### src/sv/c8ie_pkg.sv
// ----------------------------------------------------------------------------
// c8ie_pkg
// Shared types and constants for the instruction execute block.
// ----------------------------------------------------------------------------
package c8ie_pkg;

    localparam int MEMORY_BYTES  = 4096;
    localparam int SCREEN_WIDTH  = 64;
    localparam int SCREEN_HEIGHT = 32;
    localparam int PROGRAM_START = 512;

    localparam int AW = 12;
    localparam int RW = 5;

    localparam logic [1:0] CMD_WRITE = 2'd0;
    localparam logic [1:0] CMD_STEP  = 2'd1;
    localparam logic [1:0] CMD_READ  = 2'd2;

    localparam logic [3:0] GRP_SYS  = 4'h0;
    localparam logic [3:0] GRP_JUMP = 4'h1;
    localparam logic [3:0] GRP_SET  = 4'h6;
    localparam logic [3:0] GRP_ADD  = 4'h7;
    localparam logic [3:0] GRP_IDX  = 4'hA;
    localparam logic [3:0] GRP_DRAW = 4'hD;
    localparam logic [11:0] NNN_CLS = 12'h0E0;
    localparam logic [3:0] REG_VF   = 4'hF;

    typedef struct packed {
        logic [1:0]    cmd;
        logic [AW-1:0] addr;
        logic [7:0]    data;
    } t_req;

    typedef struct packed {
        logic [AW-1:0] pc_after;
        logic          collision;
        logic          unknown_op;
        logic [63:0]   row_pixels;
    } t_rsp;

    typedef enum logic [3:0] {
        ST_IDLE, ST_FETCH0, ST_FETCH1, ST_FETCH2, ST_EXEC,
        ST_DRAW_RD, ST_DRAW_WT, ST_DRAW_UPD, ST_CLEAR, ST_ROW_RD, ST_ROW_WT, ST_DONE
    } t_state;

endpackage

### src/sv/c8ie_front.sv
// ----------------------------------------------------------------------------
// c8ie_front
// Input stage: accepts requests into a two-entry queue for the executor.
// ----------------------------------------------------------------------------
module c8ie_front (
    input  logic            i_clk,
    input  logic            i_rst_n,
    input  logic            i_valid,
    output logic            o_ready,
    input  c8ie_pkg::t_req  i_req,
    output logic            o_valid,
    input  logic            i_ready,
    output c8ie_pkg::t_req  o_req
);
    c8ie_pkg::t_req r_q [2];
    logic           r_wp, r_rp;
    logic [1:0]     r_cnt;
    logic           w_push, w_pop;

    assign o_ready = (r_cnt != 2'd2);
    assign o_valid = (r_cnt != 2'd0);
    assign o_req   = r_q[r_rp];
    assign w_push  = i_valid && o_ready;
    assign w_pop   = o_valid && i_ready;

    always_ff @(posedge i_clk) begin
        if (!i_rst_n) begin
            r_wp  <= 1'b0;
            r_rp  <= 1'b0;
            r_cnt <= 2'd0;
        end else begin
            if (w_push) r_wp <= ~r_wp;
            if (w_pop)  r_rp <= ~r_rp;
            r_cnt <= r_cnt + {1'b0, w_push} - {1'b0, w_pop};
        end
    end

    always_ff @(posedge i_clk) begin
        if (w_push) r_q[r_wp] <= i_req;
    end
endmodule

### config.mk
export PLATFORM = sky130hd
export DESIGN_NAME = c8ie_front
export DESIGN_NICKNAME = d
export VERILOG_FILES = /design/src/sv/c8ie_pkg.sv /design/src/sv/c8ie_front.sv
export SDC_FILE = /design/constraint.sdc
export NUM_CORES = 1
export LEC_CHECK = 0
export ABC_AREA = 0
export BUFFER_PORTS_ARGS = -buffer_cell sky130_fd_sc_hd__buf_2
export CAP_MARGIN = 25
export CORE_ASPECT_RATIO = 1.2
export CORE_MARGIN = 5
export CORE_UTILIZATION = 24
export CTS_CLUSTER_SIZE = 40
export DETAILED_ROUTE_END_ITERATION = 10
export GPL_TIMING_DRIVEN = 0
export RECOVER_POWER = 100
export SLEW_MARGIN = 20
export SYNTH_ARGS = -nofsm -noshare
export SYNTH_HDL_FRONTEND = slang
export SYNTH_SLANG_ARGS = --single-unit
### constraint.sdc
create_clock -name i_clk -period 3.2 [get_ports i_clk]
set_input_delay 0.16 -clock i_clk [delete_from_list [all_inputs] [get_ports i_clk]]
set_output_delay 0.16 -clock i_clk [all_outputs]
set_load 0.05 [all_outputs]
Word level (Yosys, flattened, before mapping)
Memories as Yosys holds them, arrays and structs flattened. A register that Yosys moved wholly into a read port is not among the register bits.
Cells that the tools add are included.
- add/subtract/negate cells: 2
- equal/unequal tests: 1
- muxes and demuxes: 4
- bitwise logic cells: 2
- reduce and logical (&&, ||, !) cells: 3
- operators by type and width (operator ; number):
    $mux 1 ; 4
    $add 2x1->2 ; 1
    $logic_and 1x1->1 ; 2
    $ne 2x2->1 const B ; 1
    $not 1->1 ; 2
    $reduce_bool 2->1 ; 1
    $sub 2x1->2 ; 1
- register bits: 4
- bits in writable memories: 44
- output and inout port bits: 24
- logic and storage cells: 16
- memories kept: 1
- memory list (name ; words ; bits a word ; read ports ; clocked after Yosys merged registers in ; write ports ; line ; RTL):
    r_q ; 2 ; 22 ; 1 ; 1 ; 1 ; c8ie_front.sv:15 ; c8ie_pkg::t_req r_q [2];

Depth between registers and ports, before layout
Gate-level depths: netlist of the first run.
- depth after elaboration: 4
- depth in mapped cells: 8

Worst setup path after synthesis of the first run
OpenSTA, ideal clock, no wires.
- kind: register to register
- from: register r_cnt[0]
- to: memory r_q[0][0] in the netlist's numbering, enable pin
- library setup time: 401 ps
- arrival: 1972 ps
- data required time: 2799 ps
- slack: 827 ps
- cell stages (with the launch flop): 4
- buffers on the path: 0
- cells stage by stage: dfxtp_1 -> nand2b_1 -> nand2_1 -> nor2_1
- longest elaborated chain between the ends: 4
- ends and longest elaborated chain (element ; line ; RTL):
    start: declaration ; c8ie_front.sv:17 ; logic [1:0] r_cnt;
    start signal: assignment ; c8ie_front.sv:34 ; r_cnt <= r_cnt + {1'b0, w_push} - {1'b0, w_pop};
    $ne 2x2->1 ; c8ie_front.sv:20 ; assign o_ready = (r_cnt != 2'd2);
    net o_ready ; c8ie_front.sv:9 ; output logic o_ready,
    $logic_and 1x1->1 ; c8ie_front.sv:23 ; assign w_push = i_valid && o_ready;
    $mux 1 ; c8ie_front.sv:39 ; if (w_push) r_q[r_wp] <= i_req;
    $mux 1 (not written as such) ; c8ie_front.sv:39 ;
    end: declaration ; c8ie_front.sv:15 ;
The timed path passes the listed nets, and every way through them passes these cells.

==> results of run 1 <==
-- cells in the final DEF, fill, tap and decap left out, types with 2 or more instances in the layout --
cell and instances:
buf_2 19, dfxtp_1 5, clkbuf_8 5, clkbuf_1 33
mux2_2 21, ha_1 2, nor2b_1 2, edfxtp_1 44
nand2b_1 2, xnor2_1 3, nand2_1 2
-- layout make-up --
class | count | area, µm²
Tap cell | 90 | 112.6
Multi-Input combinational cell | 40 | 386.6
Buffer | 2 | 7.507
Sequential cell | 49 | 1421
Clock inverter | 3 | 21.27
Timing Repair Buffer | 50 | 211.5
Fill cell | 764 | 5084
Inverter | 1 | 3.754
Clock buffer | 5 | 68.82
-- stage by stage --
step / power [W] / instance area (µm²) / util / hold slack (ns)
global route: 0.002020 / 2233 / 0.3052 / 0.02222
detailed placement: 0.001616 / 2200 / 0.3006 / 0.3511
CTS: 0.001983 / 2290 / 0.3129 / 0.02336
finish: 0.001906 / 2233 / 0.3052 / 0.04542
floorplan: 0.001441 / 1819 / - / 0.2589
global placement: 0.001601 / 2177 / 0.2975 / 0.3475
-- routing by layer --
layer,share of wire,up-vias
li1,-,459
met1,0.40,479
met2,0.52,34
met3,0.077,4
met4,0.0083,0
met5,0,-
-- final timing paths --
kind                                 from  depth (start not counted)    endpoint
worst max register to register   r_cnt[0]                          3   r_q[1][1]
worst max-delay path                 flop                          3   o_req[18]
worst min register to register       r_rp                          2        flop
worst min-delay path            i_req[11]                          1  r_q[1][11]
-- logic make-up (layout without fill, tap and decap cells) --
group,after synthesis,in the layout
adder cells (fa/ha/maj),2,2
multiplexers,23,23
AO/OA/AOI/OAI,1,1
XOR/XNOR,3,3
buffers and inverters,3,61
AND/OR/NAND/NOR,11,11
flip-flops,49,49
-- cells in the mapped netlist (all sizes together) --
| cell type | number |
|---|---|
| and2 | 2 |
| and3 | 1 |
| buf | 2 |
| dfxtp | 5 |
| edfxtp | 44 |
| ha | 2 |
| inv | 1 |
| mux2 | 22 |
| mux2i | 1 |
| nand2 | 2 |
| nand2b | 2 |
| nor2 | 1 |
| nor2b | 2 |
| o21a | 1 |
| or2 | 1 |
| xnor2 | 3 |
-- worst register-to-register path, stage by stage, from the launching register on --
cell and delay, ns:
dfxtp_1 0.38, nand2b_1 0.16, and3_1 0.52, clkbuf_1 0.59
-- registers in the layout, indices dropped and copies added, names as in the netlist, named ones only --
signal  cells
r_cnt       2
r_q        44
r_rp        1
r_wp        1
-- power by group through the flow --
stage,sequential (W),clock (W),combinational [W]
floorplan,0.000846,0,0.000595
global placement,0.000853,0,0.000748
detailed placement,0.000856,0,0.000760
CTS,0.000842,0.000380,0.000761
global route,0.000849,0.000408,0.000762
finish,0.000840,0.000356,0.000710
==> impl_metrics.yaml, run 1 <==
power_and_ir_drop:
  combPwrFrac: 0.373
  power.clock.fraction: 0.187
  powerDensity_mw_per_mm2: 853.4
  p_sw_w: 0.0007566
  switching_share: 0.3970
  p_leak_nw: 0.7587
  p_int_w: 0.001149
  ir_worst_vdd_uv: 525.3
  seqPwrFrac: 0.441
floorplan:
  core_area_mm2: 0.007317
  rows: 34
  die_area_mm2: 0.009429
  die_x_um: 89.48
  start_util: 0.2486
  die_h_um: 105.4
  boundaryPins: 50
grt:
  grt_max_degree: 23
  grtUsageMet1: 0.08362
  grt_use_met3: 0.02576
  antenna_found_initial: 0
  grt_pass1_vias: 1097
  use_met2: 0.1207
  top_usage_layer: "met2"
  grt.total_usage: 0.07206
  grt_pass1_wl_um: 5078
  globalRouteOverflowTotal: 0
sta:
  fin_ws_ns: 1.037
  post-route-period-util: 0.6761
  max_slew_margin: 0.5367
  rsz0062_at_grt: "false"
  finalSetupTns_ns: 0
  skew_ns: 0.009667
  fin_crit_ns: 2.163
  setup_violations: 0
  drv_slew: 0
  fmax_mhz: 462.2
  finalHoldViolCount: 0
  tightestPinTransition_ns: 0.6933
setup_path:
  cp_slowest_cell: "clkbuf_1"
  ff2ff_setup_slack_ns: 1.18
  critPathMaxFanout: 10
  path_cells: "clkbuf_1 > mux2_2 > clkbuf_1"
  cp_slowest_stage_delay_ns: 0.55
  crit_family: "buffers and inverters"
  cp-end-kind: "output port"
  cp.arrival_ns: 2.00
  cp.required_ns: 3.04
  cp-start-kind: "flop"
  path_common_cell: "clkbuf_1"
  worstSetupPathType: "flop to output port"
  cp.buffers_inverters: 2
detailed_routing:
  routed_via_density: 4.067
  initialDrtViolationCount: 9
  vias: 976
  drtPass1Iterations: 2
  drt_wl_total_um: 3235
  drc: 0
  detail-route-antenna-nets: 0
  avgRoutedWirePerCell_um: 13.48
cts:
  cts.sinks: 49
  cts_tree: "built"
  cts_setup_buffers: 0
  cts_resized: 0
  numCtsBuffers: 5
  clk_pin_slew_ns: 0.09
  ctsHoldBuffers: 0
  cts_root_buffer: "clkbuf_8"
  clockBufferDepth: 2
  htreeDepth: 2
  clock_latency_ns: 0.30
synthesis:
  synth_mux_area_frac: 0.1417
  synth_top_family_by_area: "multiplexers"
  synthSimpleGateAreaFrac: 0.03370
  synth_seq_cells: 49
  synth_area_leaders: "edfxtp_1, mux2_2, dfxtp_1"
  synth_top_area_frac: 0.7263
  synth_compound_area_frac: 0.004814
  mappedNetlistArea_mm2: 0.001819
  synth.avg_cell_area_um2: 19.77
  synth.distinct_cells: 16
  synth_nets: 120
  ys_seq_area_frac: 0.7813
  synth_area_leader_cell: "edfxtp_1"
  synth_xor_area_frac: 0.01444
  synthCells: 92
  synth_fa_ha_area_frac: 0.01376
  yosys_warnings: 0
placement:
  numPortBuffers: 49
  dp_hpwl_um: 2363
  dpl_worst_slack_ns: 1.520
  dp.cells: 232
  routabilityCongestion: 0.7192
cells_and_area:
  n_antenna_cell: 0
  drive_gt1_frac: 0.3400
  finalNetCount: 177
  stdcell_count: 240
  area_growth_pct: 22.76
worst_hold_path:
  min_path_type: "primary input to flop"
job:
  drv_cap: 0
run_status:
  status: "finished, final reports clean"
Note: power is estimated with default switching activity, not from simulation.
==> run 2, diff against run 1 <==
==> constraint.sdc (replaced) <==
create_clock -name i_clk -period 1.9 [get_ports i_clk]
set_input_delay 0.095 -clock i_clk [delete_from_list [all_inputs] [get_ports i_clk]]
set_output_delay 0.095 -clock i_clk [all_outputs]
set_load 0.05 [all_outputs]
==> run 2 against run 1 <==
Against the previous run:
- first-iteration DRC count rose to 3.4 times the previous value
- die area did not move
- clock power rose by 93%
- register-to-register slack got worse by 0.94 ns
- cell count rose by 8.8%
- worst hold slack improved by 0.028 ns
- cell area rose by 11%
- sequential power rose by 69%
- non-clock buffer count rose by 21
- critical path depth did not move
- critical path type unchanged
- global-route usage rose by 0.12 points
- clock skew fell by 0.0013 ns
- largest power group unchanged
==> impl_metrics.yaml, run 2 (synthesized netlist as in run 1, its figures left out) <==
run_status:
  status: "finished, final reports clean"
detailed_routing:
  initialDrtViolationCount: 31
  routed_via_density: 3.893
  drtPass1Iterations: 3
  vias: 1016
  avgRoutedWirePerCell_um: 12.48
  detail-route-antenna-nets: 0
  drt_wl_total_um: 3258
  drc: 0
cells_and_area:
  finalNetCount: 198
  seqCellArea_mm2: 0.001421
  largest-register: "r_q"
  final_cell_mix: "edfxtp_1, mux2_2, dlygate4sd3_1, clkbuf_2, clkbuf_1"
  drive_gt1_frac: 0.3977
  multi_input_area_um2: 390.4
  layout_commonest_cell: "edfxtp_1"
  area_growth_pct: 36.80
  largest_reg_flops: 44
  n_antenna_cell: 0
  largestRegisters: "r_q x44, r_cnt x2"
  fillers: 730
sta:
  finalHoldViolCount: 0
  drv_slew: 0
  skew_ns: 0.008381
  tightestPinTransition_ns: 0.6901
  fin_crit_ns: 1.712
  post-route-period-util: 0.9011
  rsz0062_at_grt: "false"
  setup_violations: 0
  fmax_mhz: 584.1
  hold_ws_ns: 0.07328
  max_slew_margin: 0.5389
  fin_ws_ns: 0.1879
power_and_ir_drop:
  p_leak_nw: 0.9055
  powerDensity_mw_per_mm2: 1352
  finalPower_w: 0.003365
  ir_worst_vdd_uv: 646.0
setup_path:
  cp.required_ns: 1.80
  rr_startpoint: "r_cnt[0]"
  cp-start-kind: "flop"
  worstSetupPathType: "flop to output port"
  cp-end-kind: "output port"
  critPathMaxFanout: 10
  cp.arrival_ns: 1.62
cts:
  cts_tree: "built"
  cts_resized: 0
  cts_setup_buffers: 0
  ctsHoldBuffers: 22
  htreeDepth: 2
  cts_root_buffer: "clkbuf_8"
  numCtsBuffers: 5
  clk_pin_slew_ns: 0.09
  clockBufferDepth: 2
  clock_latency_ns: 0.29
  cts.sinks: 49
grt:
  grt_pass1_wl_um: 5285
  top_usage_layer: "met2"
  grt_use_met3: 0.02888
  grt_pass1_vias: 1168
  use_met2: 0.1286
  grt.total_usage: 0.07321
  globalRouteOverflowTotal: 0
  antenna_found_initial: 0
  grtUsageMet1: 0.08083
  grt_max_degree: 23
floorplan:
  core_area_mm2: 0.007317
  start_util: 0.2486
  die_h_um: 105.4
  rows: 34
  die_area_mm2: 0.009429
  die_x_um: 89.48
  boundaryPins: 50
worst_hold_path:
  min_path_type: "primary input to flop"
  min_from: "i_rst_n"
placement:
  routabilityCongestion: 0.6498
  dpl_worst_slack_ns: 0.2329
  numPortBuffers: 49
  dp_hpwl_um: 2194
job:
  drv_cap: 0
-- run 2: changes by cell type in the layout (fill, tap and decap cells not counted), sizes merged --
cell	delta
buf	-5
clkbuf	+6
clkinvlp	-1
dlygate4sd3	+22
inv	-1
-- run 2: worst paths after layout --
check | endpoint | slack [ns] | cells after the start
hold reg to reg | r_wp | 0.53 | 2
setup / recovery | o_req[18] | 0.19 | 3
setup reg to reg | r_cnt[1] | 0.24 | 8
hold / removal | r_cnt[0] | 0.07 | 2
-- run 2: stage by stage --
step	std cells	util	instance area, µm²	setup TNS [ns]
after CTS	261	0.3437	2515	0
after global placement	231	0.2982	2182	-2.569
after detailed placement	231	0.2991	2188	0
after floorplan	92	-	1824	0
final	261	0.3401	2489	0
after global routing	261	0.3401	2489	0
-- run 2: area by class of cell --
cell class / count / share of cell area
Sequential cell: 49 / 0.5711
Timing Repair Buffer: 71 / 0.1785
Multi-Input combinational cell: 40 / 0.1569
Tap cell: 90 / 0.04525
Clock buffer: 7 / 0.03922
Buffer: 2 / 0.004022
Clock inverter: 1 / 0.003519
Inverter: 1 / 0.001508
-- run 2: worst max-delay path: stages, from the launching register on --
cell and delay [ns]:
dfxtp_1 0.40, clkbuf_2 0.31, mux2_2 0.37, clkbuf_2 0.24
-- run 2: routing by layer --
| layer | vias to the layer above | share of wire |
|---|---|---|
| met3 | 4 | 0.063 |
| met1 | 479 | 0.41 |
| met2 | 34 | 0.52 |
| met5 | - | 0 |
| li1 | 499 | - |
| met4 | 0 | 0.0064 |
-- run 2: report_power, final --
part | leakage [nW] | switching, W | total [W] | internal (W)
clock | 0.0536 | 0.000343 | 0.000686 | 0.000343
combinational | 0.399 | 0.000882 | 0.00126 | 0.000381
sequential | 0.452 | 0.0000569 | 0.00142 | 0.00136
total | 0.905 | 0.00128 | 0.00336 | 0.00208
==> run 3, diff against run 2 <==
--- a/config.mk
+++ b/config.mk
@@ -9,11 +9,10 @@
 export BUFFER_PORTS_ARGS = -buffer_cell sky130_fd_sc_hd__buf_2
 export CAP_MARGIN = 25
 export CORE_ASPECT_RATIO = 1.2
-export CORE_MARGIN = 5
+export CORE_MARGIN = 1.5
 export CORE_UTILIZATION = 24
 export CTS_CLUSTER_SIZE = 40
 export DETAILED_ROUTE_END_ITERATION = 10
-export GPL_TIMING_DRIVEN = 0
 export RECOVER_POWER = 100
 export SLEW_MARGIN = 20
 export SYNTH_ARGS = -nofsm -noshare
==> run 3 against run 2 <==
Against the previous run:
- critical path depth did not move
- non-clock buffer count rose by 3
- setup slack got worse by 0.026 ns
- critical path type unchanged
- largest power group unchanged
- highest routed layer unchanged
==> impl_metrics.yaml, run 3 (synthesized netlist as in run 1, its figures left out) <==
grt:
  globalRouteOverflowTotal: 0
  grt_pass1_vias: 1066
  grt.total_usage: 0.07971
  grt_pass1_wl_um: 4774
  grt_max_degree: 17
  antenna_found_initial: 0
sta:
  setup_violations: 0
  finalSetupTns_ns: 0
  post-route-period-util: 0.9150
  finalHoldViolCount: 0
  skew_ns: 0.006758
  max_slew_margin: 0.5947
  fin_crit_ns: 1.739
  rsz0062_at_grt: "false"
  tightestPinTransition_ns: 0.6080
  drv_slew: 0
  fmax_mhz: 575.2
floorplan:
  die_h_um: 98.38
  start_util: 0.2486
  die_x_um: 82.48
  rows: 34
  boundaryPins: 50
  die_area_mm2: 0.008114
  core_area_mm2: 0.007317
cells_and_area:
  largestRegisters: "r_q x44, r_cnt x2"
  layout_commonest_cell: "edfxtp_1"
  largest_reg_flops: 44
  area_growth_pct: 38.51
  n_antenna_cell: 0
  finalNetCount: 201
  multi_input_area_um2: 381.6
  drive_gt1_frac: 0.4253
  seqCellArea_mm2: 0.001421
  final_cell_mix: "edfxtp_1, clkbuf_2, mux2_2, dlygate4sd3_1, buf_2"
  fillers: 719
  largest-register: "r_q"
cts:
  clockBufferDepth: 2
  cts_tree: "built"
  clock_latency_ns: 0.29
  cts.sinks: 49
  cts_root_buffer: "clkbuf_8"
  numCtsBuffers: 5
  cts_setup_buffers: 0
  cts_resized: 0
  htreeDepth: 2
  ctsHoldBuffers: 22
  clk_pin_slew_ns: 0.09
setup_path:
  worstSetupPathType: "flop to output port"
  crit_cells: 3
  cp.buffers_inverters: 2
  cp.arrival_ns: 1.64
  ff2ff_setup_slack_ns: 0.28
  crit_end: "o_req[14]"
  r2r_cells: 8
  timing.rr.end: "r_cnt[1]"
  cp_slowest_stage_delay_ns: 0.54
  critPathMaxFanout: 16
  rr_startpoint: "r_cnt[0]"
  cp.required_ns: 1.80
  path_cells: "buf_12 > mux2_2 > clkbuf_2"
  cp-start-kind: "flop"
  cp-end-kind: "output port"
  crit_family: "flip-flops"
  cp_slowest_cell: "dfxtp_1"
detailed_routing:
  avgRoutedWirePerCell_um: 11.71
  drt_wl_total_um: 3091
  drtPass1Iterations: 2
  initialDrtViolationCount: 21
  vias: 1047
  detail-route-antenna-nets: 0
  drc: 0
  routed_via_density: 3.966
placement:
  routabilityCongestion: 0.6858
  dp_hpwl_um: 2149
  numPortBuffers: 49
power_and_ir_drop:
  p_leak_nw: 0.9326
  powerDensity_mw_per_mm2: 1357
  ir_worst_vdd_uv: 842.1
  finalPower_w: 0.003420
run_status:
  status: "finished, final reports clean"
worst_hold_path:
  min_path_type: "primary input to flop"
job:
  drv_cap: 0
run 3: how the worst min path moves through the flow:
stage,from,endpoint,cells after the start
floorplan,i_req[0],r_q[0][0],0
global placement,i_req[11],r_q[0][11],1
detailed placement,i_req[16],r_q[1][16],1
CTS,i_rst_n,r_cnt[1],2
global route,i_rst_n,r_cnt[0],2
finish,i_rst_n,r_cnt[0],2
run 3: power breakdown:
group	switching [W]	total (W)	internal [W]	leakage (nW)
Combinational	0.000871	0.00128	0.000408	0.428
Sequential	0.0000665	0.00142	0.00136	0.452
Clock	0.000328	0.000716	0.000388	0.0518
Total	0.00127	0.00342	0.00215	0.933
run 3: cell type report:
| cell class | count | area share |
|---|---|---|
| clock buffers | 5 | 0.02731 |
| clock inverters | 3 | 0.01639 |
| inverters | 1 | 0.001490 |
| multi-input cells | 40 | 0.1514 |
| flip-flops and latches | 49 | 0.5640 |
| well taps | 90 | 0.04469 |
| repair buffers | 76 | 0.1946 |
run 3: worst register-to-register path, cell delays in order, from the launching register on:
cell and delay, ns:
dfxtp_1 0.37, nand2b_2 0.15, nand2_1 0.10, ha_1 0.29, inv_1 0.04, ha_1 0.18
xnor2_1 0.13, xnor2_1 0.12, and2_0 0.14
run 3: routing by layer:
metal	GRT usage	up-vias	part of all wire
li1	-	509	-
met2	0.1363	36	0.52
met3	0.03084	4	0.056
met4	0.01956	0	0.0058
met5	0	-	0
met1	0.09150	498	0.41
run 3: through the flow:
stage / cells / area, µm² / worst slack [ns] / util / hold WS, ns
final: 264 / 2520 / 0.1614 / 0.3444 / 0.07206
after global placement: 234 / 2217 / 0.3296 / 0.3030 / 0.2816
after CTS: 264 / 2547 / 0.1332 / 0.3482 / 0.06037
after global routing: 264 / 2520 / 0.04841 / 0.3444 / 0.07515
after detailed placement: 234 / 2217 / 0.2601 / 0.3030 / 0.2870
after floorplan: 92 / 1824 / 0.09318 / - / 0.1939
